==> config.mk <==
export PLATFORM = sky130hd
export DESIGN_NAME = binomial_coefficient_by_factorials_unit
export DESIGN_NICKNAME = d
export VERILOG_FILES = /design/src/bcf_pkg.sv /design/src/bcf_div.sv /design/src/binomial_coefficient_by_factorials_unit.sv
export SDC_FILE = /design/constraint.sdc
export NUM_CORES = 2
export LEC_CHECK = 0
export ABC_AREA = 1
export ABC_CLOCK_PERIOD_IN_PS = 11310
export BUFFER_PORTS_ARGS = -buffer_cell sky130_fd_sc_hd__buf_2
export CAP_MARGIN = 20
export CELL_PAD_IN_SITES_DETAIL_PLACEMENT = 1
export CELL_PAD_IN_SITES_GLOBAL_PLACEMENT = 1
export CORE_UTILIZATION = 50
export CTS_BUF_LIST = sky130_fd_sc_hd__clkbuf_2
export CTS_CLUSTER_DIAMETER = 80
export DETAILED_ROUTE_END_ITERATION = 6
export GPL_ROUTABILITY_DRIVEN = 0
export GPL_TIMING_DRIVEN = 0
export PLACE_DENSITY_LB_ADDON = 0.1
export SLEW_MARGIN = 0
export SYNTH_ARGS = -nofsm -noshare
export SYNTH_HDL_FRONTEND = slang
export SYNTH_SLANG_ARGS = --single-unit
export TNS_END_PERCENT = 100
==> constraint.sdc <==
create_clock -name clock -period 11.31 [get_ports clock]
set_clock_uncertainty 0.05 [all_clocks]
set_input_delay 0.5655 -clock clock [delete_from_list [all_inputs] [get_ports clock]]
set_output_delay 0.5655 -clock clock [all_outputs]
set_load 0.01 [all_outputs]
==> src/bcf_pkg.sv <==
// Shared types, constants and microcode ROM for the binomial coefficient unit.
package bcf_pkg;

   localparam int ARG_W   = 6;
   localparam int VAL_W   = 63;
   localparam int I_W     = ARG_W + 1;
   localparam int PROD_W  = VAL_W + I_W;
   localparam int CNT_W   = $clog2(VAL_W);
   localparam int STEP_W  = 4;
   localparam int MAXN_W  = 8;
   localparam int DEF_MAX_N = 63;

   localparam logic [1:0] ST_OK       = 2'd0;
   localparam logic [1:0] ST_OVERFLOW = 2'd1;
   localparam logic [1:0] ST_ORDER    = 2'd2;

   typedef struct packed {
      logic [ARG_W-1:0] n_total;
      logic [ARG_W-1:0] m_chosen;
   } req_type;

   typedef struct packed {
      logic [VAL_W-1:0] coefficient;
      logic [1:0]       status;
   } rsp_type;

   typedef struct packed {
      logic             start;
      logic [VAL_W-1:0] num;
      logic [VAL_W-1:0] den;
   } div_cmd_type;

   typedef struct packed {
      logic busy;
   } div_stat_type;

   typedef enum logic [3:0] {
      OP_NOP,
      OP_LOAD,
      OP_CHECK,
      OP_INIT,
      OP_MUL,
      OP_SAVE_FN,
      OP_SAVE_FM,
      OP_DIV1,
      OP_DIV2,
      OP_OUT
   } op_type;

   typedef enum logic [2:0] {
      COND_NEXT,
      COND_REQ,
      COND_BAD,
      COND_LOOP,
      COND_DIV,
      COND_OUT,
      COND_JUMP
   } cond_type;

   typedef enum logic [1:0] {
      TSEL_N,
      TSEL_M,
      TSEL_R
   } tsel_type;

   typedef struct packed {
      op_type             op;
      cond_type           cond;
      tsel_type           tsel;
      logic [STEP_W-1:0]  jump;
   } ucode_type;

   localparam logic [STEP_W-1:0] STEP_WAIT = 4'd0;
   localparam logic [STEP_W-1:0] STEP_OUT  = 4'd14;

   function automatic ucode_type cw(op_type op, cond_type cond, tsel_type tsel,
                                    logic [STEP_W-1:0] jump);
      ucode_type w;
      w.op   = op;
      w.cond = cond;
      w.tsel = tsel;
      w.jump = jump;
      return w;
   endfunction

   // Microcode ROM: one control word per step.
   function automatic ucode_type ucode(logic [STEP_W-1:0] step);
      ucode_type w;
      case (step)
         4'd0:  w = cw(OP_LOAD,    COND_REQ,  TSEL_N, STEP_WAIT);
         4'd1:  w = cw(OP_CHECK,   COND_BAD,  TSEL_N, STEP_OUT);
         4'd2:  w = cw(OP_INIT,    COND_NEXT, TSEL_N, STEP_WAIT);
         4'd3:  w = cw(OP_MUL,     COND_LOOP, TSEL_N, STEP_OUT);
         4'd4:  w = cw(OP_SAVE_FN, COND_NEXT, TSEL_N, STEP_WAIT);
         4'd5:  w = cw(OP_INIT,    COND_NEXT, TSEL_M, STEP_WAIT);
         4'd6:  w = cw(OP_MUL,     COND_LOOP, TSEL_M, STEP_OUT);
         4'd7:  w = cw(OP_SAVE_FM, COND_NEXT, TSEL_M, STEP_WAIT);
         4'd8:  w = cw(OP_INIT,    COND_NEXT, TSEL_R, STEP_WAIT);
         4'd9:  w = cw(OP_MUL,     COND_LOOP, TSEL_R, STEP_OUT);
         4'd10: w = cw(OP_DIV1,    COND_NEXT, TSEL_N, STEP_WAIT);
         4'd11: w = cw(OP_NOP,     COND_DIV,  TSEL_N, STEP_WAIT);
         4'd12: w = cw(OP_DIV2,    COND_NEXT, TSEL_N, STEP_WAIT);
         4'd13: w = cw(OP_NOP,     COND_DIV,  TSEL_N, STEP_WAIT);
         4'd14: w = cw(OP_OUT,     COND_OUT,  TSEL_N, STEP_WAIT);
         default: w = cw(OP_NOP,   COND_JUMP, TSEL_N, STEP_WAIT);
      endcase
      return w;
   endfunction

endpackage

==> src/bcf_div.sv <==
// Restoring divider, one quotient bit per cycle.
module bcf_div
   import bcf_pkg::*;
(
   input  logic             clock,
   input  logic             reset,
   input  div_cmd_type      cmd,
   output div_stat_type     stat,
   output logic [VAL_W-1:0] quotient
);

   logic             busy_ff, busy_in;
   logic [CNT_W-1:0] cnt_ff, cnt_in;
   logic [VAL_W-1:0] rem_ff, rem_in;
   logic [VAL_W-1:0] quo_ff, quo_in;
   logic [VAL_W-1:0] den_ff, den_in;
   logic [VAL_W:0]   shifted;
   logic [VAL_W:0]   diff;

   always_comb begin
      shifted = {rem_ff, quo_ff[VAL_W-1]};
      diff    = shifted - {1'b0, den_ff};
      busy_in = busy_ff;
      cnt_in  = cnt_ff;
      rem_in  = rem_ff;
      quo_in  = quo_ff;
      den_in  = den_ff;
      if (cmd.start) begin
         busy_in = 1'b1;
         cnt_in  = '0;
         rem_in  = '0;
         quo_in  = cmd.num;
         den_in  = cmd.den;
      end else if (busy_ff) begin
         if (shifted >= {1'b0, den_ff}) begin
            rem_in = diff[VAL_W-1:0];
            quo_in = {quo_ff[VAL_W-2:0], 1'b1};
         end else begin
            rem_in = shifted[VAL_W-1:0];
            quo_in = {quo_ff[VAL_W-2:0], 1'b0};
         end
         cnt_in = cnt_ff + 1'b1;
         if (cnt_ff == CNT_W'(VAL_W - 1)) begin
            busy_in = 1'b0;
         end
      end
   end

   always_ff @(posedge clock) begin
      if (reset) begin
         busy_ff <= 1'b0;
      end else begin
         busy_ff <= busy_in;
      end
      cnt_ff <= cnt_in;
      rem_ff <= rem_in;
      quo_ff <= quo_in;
      den_ff <= den_in;
   end

   assign stat.busy = busy_ff;
   assign quotient  = quo_ff;

endmodule

==> src/binomial_coefficient_by_factorials_unit.sv <==
// Binomial coefficient C(n,m) by factorials, run by a microcoded sequencer.
//
// Requests arrive on req_valid/req_data; req_stall is high whenever a
// request is in work, so one request is processed at a time. The result
// (coefficient and status) sits in an output register on rsp_valid/rsp_data
// until rsp_stall is low; the next request is taken while it waits.
// Each factorial of k takes a setup step, multiplies by i = 2 up to k in a
// 63x7 multiplier, and an exit step; n! and m! add a save step. The two
// divisions share a one-bit-per-cycle restoring divider.
// Bad argument order or n above MAX_N ends the request before any factorial;
// n! overflowing 63 bits ends it as soon as a product overflows.
// A stalled receiver holds the sequencer at its output step.
// Reset is synchronous: the sequencer returns to its wait step and the
// output register empties.
module binomial_coefficient_by_factorials_unit
   import bcf_pkg::*;
#(
   parameter int MAX_N = DEF_MAX_N
)
(
   input  logic    clock,
   input  logic    reset,
   input  logic    req_valid,
   output logic    req_stall,
   input  req_type req_data,
   output logic    rsp_valid,
   input  logic    rsp_stall,
   output rsp_type rsp_data
);

   logic [STEP_W-1:0] step_ff, step_in;
   logic [ARG_W-1:0]  n_ff, n_in;
   logic [ARG_W-1:0]  m_ff, m_in;
   logic [ARG_W-1:0]  target_ff, target_in;
   logic [I_W-1:0]    i_ff, i_in;
   logic [VAL_W-1:0]  acc_ff, acc_in;
   logic [VAL_W-1:0]  fn_ff, fn_in;
   logic [VAL_W-1:0]  fm_ff, fm_in;
   logic [1:0]        status_ff, status_in;
   logic              rsp_valid_ff, rsp_valid_in;
   rsp_type           rsp_data_ff, rsp_data_in;

   ucode_type         uw;
   logic [PROD_W-1:0] prod;
   logic              mul_ovf;
   logic              loop_done;
   logic              bad_order;
   logic              bad_range;
   logic              out_free;
   logic [ARG_W-1:0]  target_sel;
   div_cmd_type       div_cmd;
   div_stat_type      div_stat;
   logic [VAL_W-1:0]  div_q;

   bcf_div u_div (
      .clock    (clock),
      .reset    (reset),
      .cmd      (div_cmd),
      .stat     (div_stat),
      .quotient (div_q)
   );

   always_comb begin
      uw        = ucode(step_ff);
      prod      = {{I_W{1'b0}}, acc_ff} * {{VAL_W{1'b0}}, i_ff};
      mul_ovf   = |prod[PROD_W-1:VAL_W];
      loop_done = i_ff > {1'b0, target_ff};
      bad_order = m_ff > n_ff;
      bad_range = {{(MAXN_W-ARG_W){1'b0}}, n_ff} > MAXN_W'(MAX_N);
      out_free  = !rsp_valid_ff || !rsp_stall;
      case (uw.tsel)
         TSEL_N:  target_sel = n_ff;
         TSEL_M:  target_sel = m_ff;
         TSEL_R:  target_sel = n_ff - m_ff;
         default: target_sel = n_ff;
      endcase
   end

   // Sequencer: next step.
   always_comb begin
      step_in = step_ff;
      case (uw.cond)
         COND_NEXT: step_in = step_ff + 1'b1;
         COND_REQ: begin
            if (req_valid) step_in = step_ff + 1'b1;
         end
         COND_BAD: begin
            if (bad_order || bad_range) step_in = uw.jump;
            else                        step_in = step_ff + 1'b1;
         end
         COND_LOOP: begin
            if (loop_done)    step_in = step_ff + 1'b1;
            else if (mul_ovf) step_in = uw.jump;
         end
         COND_DIV: begin
            if (!div_stat.busy) step_in = step_ff + 1'b1;
         end
         COND_OUT: begin
            if (out_free) step_in = uw.jump;
         end
         COND_JUMP: step_in = uw.jump;
         default:   step_in = STEP_WAIT;
      endcase
   end

   // Datapath control from the current control word.
   always_comb begin
      n_in         = n_ff;
      m_in         = m_ff;
      target_in    = target_ff;
      i_in         = i_ff;
      acc_in       = acc_ff;
      fn_in        = fn_ff;
      fm_in        = fm_ff;
      status_in    = status_ff;
      rsp_valid_in = rsp_valid_ff && rsp_stall;
      rsp_data_in  = rsp_data_ff;
      div_cmd      = '0;
      case (uw.op)
         OP_LOAD: begin
            if (req_valid) begin
               n_in      = req_data.n_total;
               m_in      = req_data.m_chosen;
               status_in = ST_OK;
            end
         end
         OP_CHECK: begin
            if (bad_order)      status_in = ST_ORDER;
            else if (bad_range) status_in = ST_OVERFLOW;
         end
         OP_INIT: begin
            acc_in    = VAL_W'(1);
            i_in      = I_W'(2);
            target_in = target_sel;
         end
         OP_MUL: begin
            if (!loop_done) begin
               if (mul_ovf) begin
                  status_in = ST_OVERFLOW;
               end else begin
                  acc_in = prod[VAL_W-1:0];
                  i_in   = i_ff + 1'b1;
               end
            end
         end
         OP_SAVE_FN: fn_in = acc_ff;
         OP_SAVE_FM: fm_in = acc_ff;
         OP_DIV1: begin
            div_cmd.start = 1'b1;
            div_cmd.num   = fn_ff;
            div_cmd.den   = fm_ff;
         end
         OP_DIV2: begin
            div_cmd.start = 1'b1;
            div_cmd.num   = div_q;
            div_cmd.den   = acc_ff;
         end
         OP_OUT: begin
            if (out_free) begin
               rsp_valid_in       = 1'b1;
               rsp_data_in.status = status_ff;
               rsp_data_in.coefficient = (status_ff == ST_OK) ? div_q : '0;
            end
         end
         default: ;
      endcase
   end

   always_ff @(posedge clock) begin
      if (reset) begin
         step_ff      <= STEP_WAIT;
         rsp_valid_ff <= 1'b0;
      end else begin
         step_ff      <= step_in;
         rsp_valid_ff <= rsp_valid_in;
      end
      n_ff        <= n_in;
      m_ff        <= m_in;
      target_ff   <= target_in;
      i_ff        <= i_in;
      acc_ff      <= acc_in;
      fn_ff       <= fn_in;
      fm_ff       <= fm_in;
      status_ff   <= status_in;
      rsp_data_ff <= rsp_data_in;
   end

   assign req_stall = (step_ff != STEP_WAIT);
   assign rsp_valid = rsp_valid_ff;
   assign rsp_data  = rsp_data_ff;

endmodule
---- Yosys cells after proc, flatten, opt, wreduce, memory -nomap -nowiden ----
Memories as Yosys holds them, arrays and structs flattened. A register that Yosys moved wholly into a read port is not among the register bits.
Index checks and enable logic that the tools add are counted.
operators by class
  add/subtract/negate cells ............... 5
  multipliers ............................. 1
  magnitude comparators ................... 3
  eq/ne operators ......................... 28
  mux-type cells .......................... 31
  reduce and logical (&&, ||, !) cells .... 17
operator list
  operator                                                               count
  63-bit two-way mux                                                     5
  127-bit case mux with 2 select lines                                   1
  63-bit case mux with 2 select lines                                    1
  63-bit by 7-bit multiplier with 70-bit output                          1
  64-bit by 63-bit greater-or-equal comparator with 1-bit output         1
  63-bit subtractor                                                      1
  4-bit two-way mux                                                      8
  4-bit case mux with 7 select lines                                     1
  2-bit inequality test, second input constant                           9
  4-bit by 3-bit equality test with 1-bit output, second input constant  4
  7-bit two-way mux                                                      2
  7-bit case mux with 2 select lines                                     1
  6-bit case mux with 2 select lines                                     1
  3-bit equality test, second input constant                             3
  4-bit by 2-bit equality test with 1-bit output, second input constant  2
  4-bit equality test, second input constant                             2
  2-bit two-way mux                                                      4
  7-bit by 1-bit adder with 7-bit output, second input constant          1
  7-bit by 6-bit greater-than comparator with 1-bit output               1
  7-bit OR reduction                                                     1
  6-bit by 1-bit adder with 6-bit output, second input constant          1
  3-bit by 2-bit equality test with 1-bit output, second input constant  2
  6-bit equality test, second input constant                             1
  6-bit greater-than comparator                                          1
  21 further kinds                                                       30
storage, ports and cells
  flip-flop bits (word level) ............. 482
  bits in read-only memories .............. 192
  input port bits ......................... 16
  memories kept ........................... 1
memory list
  name              depth  width  rd ports  clocked after Yosys merged registers in  write ports  line           text
  (name not given)  16     12     1         1                                        0            bcf_pkg.sv:89  case (step)

---- Logic depth before layout (Yosys ltp) ----
  depth after elaboration ................. 7
  mapped depth ............................ 39

---- By module ----
A second synthesis with hierarchy kept.
unflattened totals
  cells, all modules ...................... 5810
  area total of the unflattened synthesis .. 42751.0 um2
by module, submodules not included
  module                                   instances  cells each  area each (um2)  seq. area each (um2)
  binomial_coefficient_by_factorials_unit  1          3623        28478.6          8738.4
  bcf_div                                  1          2187        14272.4          5185.0

---- Least setup slack after synthesis ----
No wires, ideal clock.
  path kind ............................... register to register
  start ................................... register i_ff[6]
  end ..................................... register acc_ff[0], enable pin
  data arrival time ....................... 8158 ps
  required time ........................... 10739 ps
  setup slack ............................. 2581 ps
  stages on the path, launching flop included .. 24
  period minus slack after synthesis ...... 8729 ps
  cell sequence ........................... edfxtp_1 -> clkbuf_1 -> clkbuf_1 -> nand2_1 -> fa_1 -> inv_1 -> fa_1 -> fa_1 -> inv_1 -> fa_1 -> inv_1 -> ha_1 -> nand2_1 -> inv_1 -> nand3_1 -> nor3_1 -> nand2_1 -> o21ai_0 -> nor2_1 -> nand3_1 -> nand3_2 -> nor2_4 -> nand2_1 -> a21oi_1
on the way
  cells in the longest elaborated chain, start to end .. 4
  elaborated cells on any way between the ends .. 6
RTL lines
  what                                           line                                            text
  from (decl)                                    binomial_coefficient_by_factorials_unit.sv:35   logic [I_W-1:0] i_ff, i_in;
  from (signal assigned)                         binomial_coefficient_by_factorials_unit.sv:180  i_ff <= i_in;
  63-bit by 7-bit multiplier with 70-bit output  binomial_coefficient_by_factorials_unit.sv:65   prod = {{I_W{1'b0}}, acc_ff} * {{VAL_W{1'b0}}, i_ff};
  7-bit OR reduction                             binomial_coefficient_by_factorials_unit.sv:66   mul_ovf = |prod[PROD_W-1:VAL_W];
  2-bit inequality test (no source line)         --
  3-bit AND reduction (no source line) *         --
  to (signal assigned)                           binomial_coefficient_by_factorials_unit.sv:181  acc_ff <= acc_in;
  to (decl)                                      binomial_coefficient_by_factorials_unit.sv:36   logic [VAL_W-1:0] acc_ff, acc_in;
Every way passes the cells marked *; elsewhere a longest branch is shown, timed or not.
A chain may end at the register's enable or synchronous reset.

---- Worst setup path in the final report ----
  start ................................... register i_ff[5]
  end ..................................... register uw[10] (netlist name)
on the way
  cells in the longest elaborated chain, start to end .. 6
  elaborated cells on any way between the ends .. 9
RTL lines
  what                                                line
  63-bit by 7-bit multiplier with 70-bit output       binomial_coefficient_by_factorials_unit.sv:65
  7-bit OR reduction                                  binomial_coefficient_by_factorials_unit.sv:66
  3-bit inequality test (no source line)              --
  4-bit AND reduction (no source line)                --
  4-bit two-way mux (no source line) * (2 in series)  --
Marks and branches as above.

==> key figures <==
Global routing
  • GR Overflow Total: 0
  • Vias in the first global route: 36109
  • Initial antenna violation count: 6
  • Pin count of the biggest net entering global routing: 59
  • Total GRT Usage: around 34%
  • Wire length of the first global-routing pass: 205 mm

Yosys
  • Compound-Gate Fraction of Synth Area: a little under an eighth
  • Synthesized net count: 5359
  • Library cells used by synthesis: between 50 and 60
  • Synth warn: 0
  • Largest family of logic cells by synthesized area: adder cells
  • Mux share of post-synthesis cell area: 0%
  • Area contributors post-synth: edfxtp_1 31%, fa_1 16%, nand2_1 11%, inv_1 11%, ha_1 5.6%
  • Post-Syn Area: just under 40000 sq um
  • Asr flop ratio synth: 0%
  • Area leader, netlist: edfxtp_1
  • Top cell type's share of synthesized area: a little under a third
  • Mean area per synthesized cell: between 8 and 9 sq um
  • Post-synth EDFFs: 407
  • Synth Area in Simple Gates: 17.9%
  • Main synth FF type: edfxtp_1
  • Synth Register Bits: about 490
  • Cells after Synth: 4863
  • XOR/XNOR Fraction of Synth Area: between 1 and 1.5%
  • Sequential share of the synthesized area: between 30 and 40%
  • Adder-Cell Fraction of Synth Area: a little over a fifth

Finish
  • Most frequent cells in the layout: 1171 x nand2_1, 1127 x inv_1, 407 x edfxtp_1
  • Final #Nets: around 5600
  • Synth-to-layout area growth: 9.55%
  • Ratio of cells with drive above 1 in the final layout: approximately 8.9%
  • Most common cell after layout, fill and taps aside: nand2_1
  • Fillers: around 9700

Clocking
  • H-tree depth: 4
  • Post-CTS Setup Inserts: 0
  • Clk root buf: clkbuf_2
  • Clk pin slew, worst setup/hold paths: 130 ps
  • Clock sinks: ~500
  • Max clock buf depth: 3
  • Inserted Clock Buffers: ~140
  • CTS tree: yes
  • Worst skew pair latency: about 1400 ps

Hold path
  • Worst min-delay path class: in2reg

Floorplanning
  • Core box area: 77500 sq um
  • Initial Util: between 50% and 60%
  • Die W: between 200 and 300 um
  • Cell Rows: ~100
  • Die area: roughly 80000 sq um
  • Die height: 282 um
  • I/O pin total: 83

Critical path
  • WS Path Type: reg2reg
  • Critical path's most frequent cell: nand2_1
  • Crit-path leading delay family: adder cells
  • CP max stage cell: clkbuf_1
  • Critical Path End Type: flip-flop
  • Buf/Inv on CP: 8
  • Arr. time, crit path: 9300 ps
  • Worst Path Required: roughly 12000 ps
  • Startpoint types: flip-flop
  • Critical path's largest stage delay: between 700 and 800 ps
  • Crit path max fanout: 10

STA
  • Worst slew pin tran: 1130 ps
  • Max-slew violations: 0
  • Min Tclk post-route: 8170 ps
  • Fin worst setup slack: 3140 ps
  • Setup-failing EPs final: 0
  • Final worst-path cycle share: between 70% and 80%
  • RSZ-0062 raised after global routing: false
  • Worst slew margin: 24.7%
  • Hold Fails Final Rpt: 0
  • FMAX: between 0.1 and 0.15 GHz

Run
  • Max Cap Violations: 0

Detailed routing
  • Wire per inst: 21.4 um
  • Drt drc: 0
  • Top Metal Used: met5
  • Met1 wire length: between 50 and 60 mm
  • Routed Antenna Nets: 0
  • Detailed Route WL: around 130 mm
  • First drt pass iteration count: 6
  • Vias: 33994
  • DR iter-0 viols: roughly 2600
  • WL met2: between 60 and 70 mm
  • Routed length on met3: 8.31 mm
  • Post-DR vias/cell: ~5.4

Run status
  • Status: complete, no violations

Placement
  • Count of input and output buffers: 82
  • Final HPWL from detailed placement: 107 mm
  • Pre-CTS setup slack: between 3000 and 4000 ps
## sequential cells by signal, summed over array words and instances, names as in the netlist, 7 cells and up
register	flops
fm_ff	63
u_div.den_ff	63
u_div.quotient	63
uw	10
acc_ff	63
i_ff	7
fn_ff	63
u_div.rem_ff	63
rsp_data	65
## worst min-delay path: stages
cell           delay, ps
dlygate4sd3_1        540
buf_2                150
nor3b_2              160
buf_6                160
## metal layers
metal	vias to the layer above	global-route usage [%]
met4	2	15.7
met2	1076	57.4
met3	298	5.91
li1	15800	-
met5	-	0
met1	16818	43.8
## path summary, 6_finish.rpt
kind | slack [ps] | to | cells past startpoint | from
setup / recovery | 3140 | uw[10]$_DFF_P_ | 33 | i_ff[5]$_SDFFCE_PP0P_
hold / removal | 280 | m_ff[1]$_DFFE_PP_ | 4 | req_valid
setup reg to reg | 3140 | uw[10]$_DFF_P_ | 33 | i_ff[5]$_SDFFCE_PP0P_
hold reg to reg | 420 | rsp_data[0]$_DFFE_PP_ | 0 | status_ff[0]$_DFFE_PP_
## logic make-up after synthesis
group / Yosys count
compound gates: 772
xor+xnor: 51
simple gates: 1737
flops: 492
buf+inv: 1331
fa+ha+maj: 480
## stage by stage
step	hold slack [ps]	area (sq um)	instances	utilization (%)	setup TNS (ps)
floorplan	367	39200	4863	-	0
global placement	379	40900	5985	52.8	-114010
detailed placement	395	41300	6007	53.3	0
CTS	111	42900	6282	55.4	0
global route	209	42900	6285	55.4	0
finish	282	42900	6286	55.4	0
## cell type report
class                   instances  area (sq um)  share of cell area [%]
multi-input cells            3040         20200                    47.1
flip-flops and latches        492         13900                    32.4
inverters                    1140          4280                    9.97
well taps                    1040          1300                    3.03
repair buffers                136          1080                    2.53
clock buffers                 194           971                    2.26
plain buffers                 191           802                    1.87
clock inverters                50           329                   0.766
diodes                          3          7.51                  0.0175
## synthesized netlist by cell type, drive strengths merged (10+ instances only)
library cell  number
a32o              62
xor2              25
nor3              38
edfxtp           407
nand4             11
o21bai            16
dfxtp             85
o21ai            249
fa               306
ha               174
clkbuf           171
inv             1138
xnor2             26
a21oi            355
a31oi             27
nor2             358
buf               20
o21a              10
nand2           1196
o211ai            19
nand3             96
## timing repair
item,4_1_cts,5_1_grt
resized for setup,0,0
hold endpoints to repair,107,0
setup endpoints to repair,0,0
hold buffers,31,0
Power is left out: the tool's default activity adds up to more than one toggle a clock period on the data nets, which glitch-free logic cannot reach.
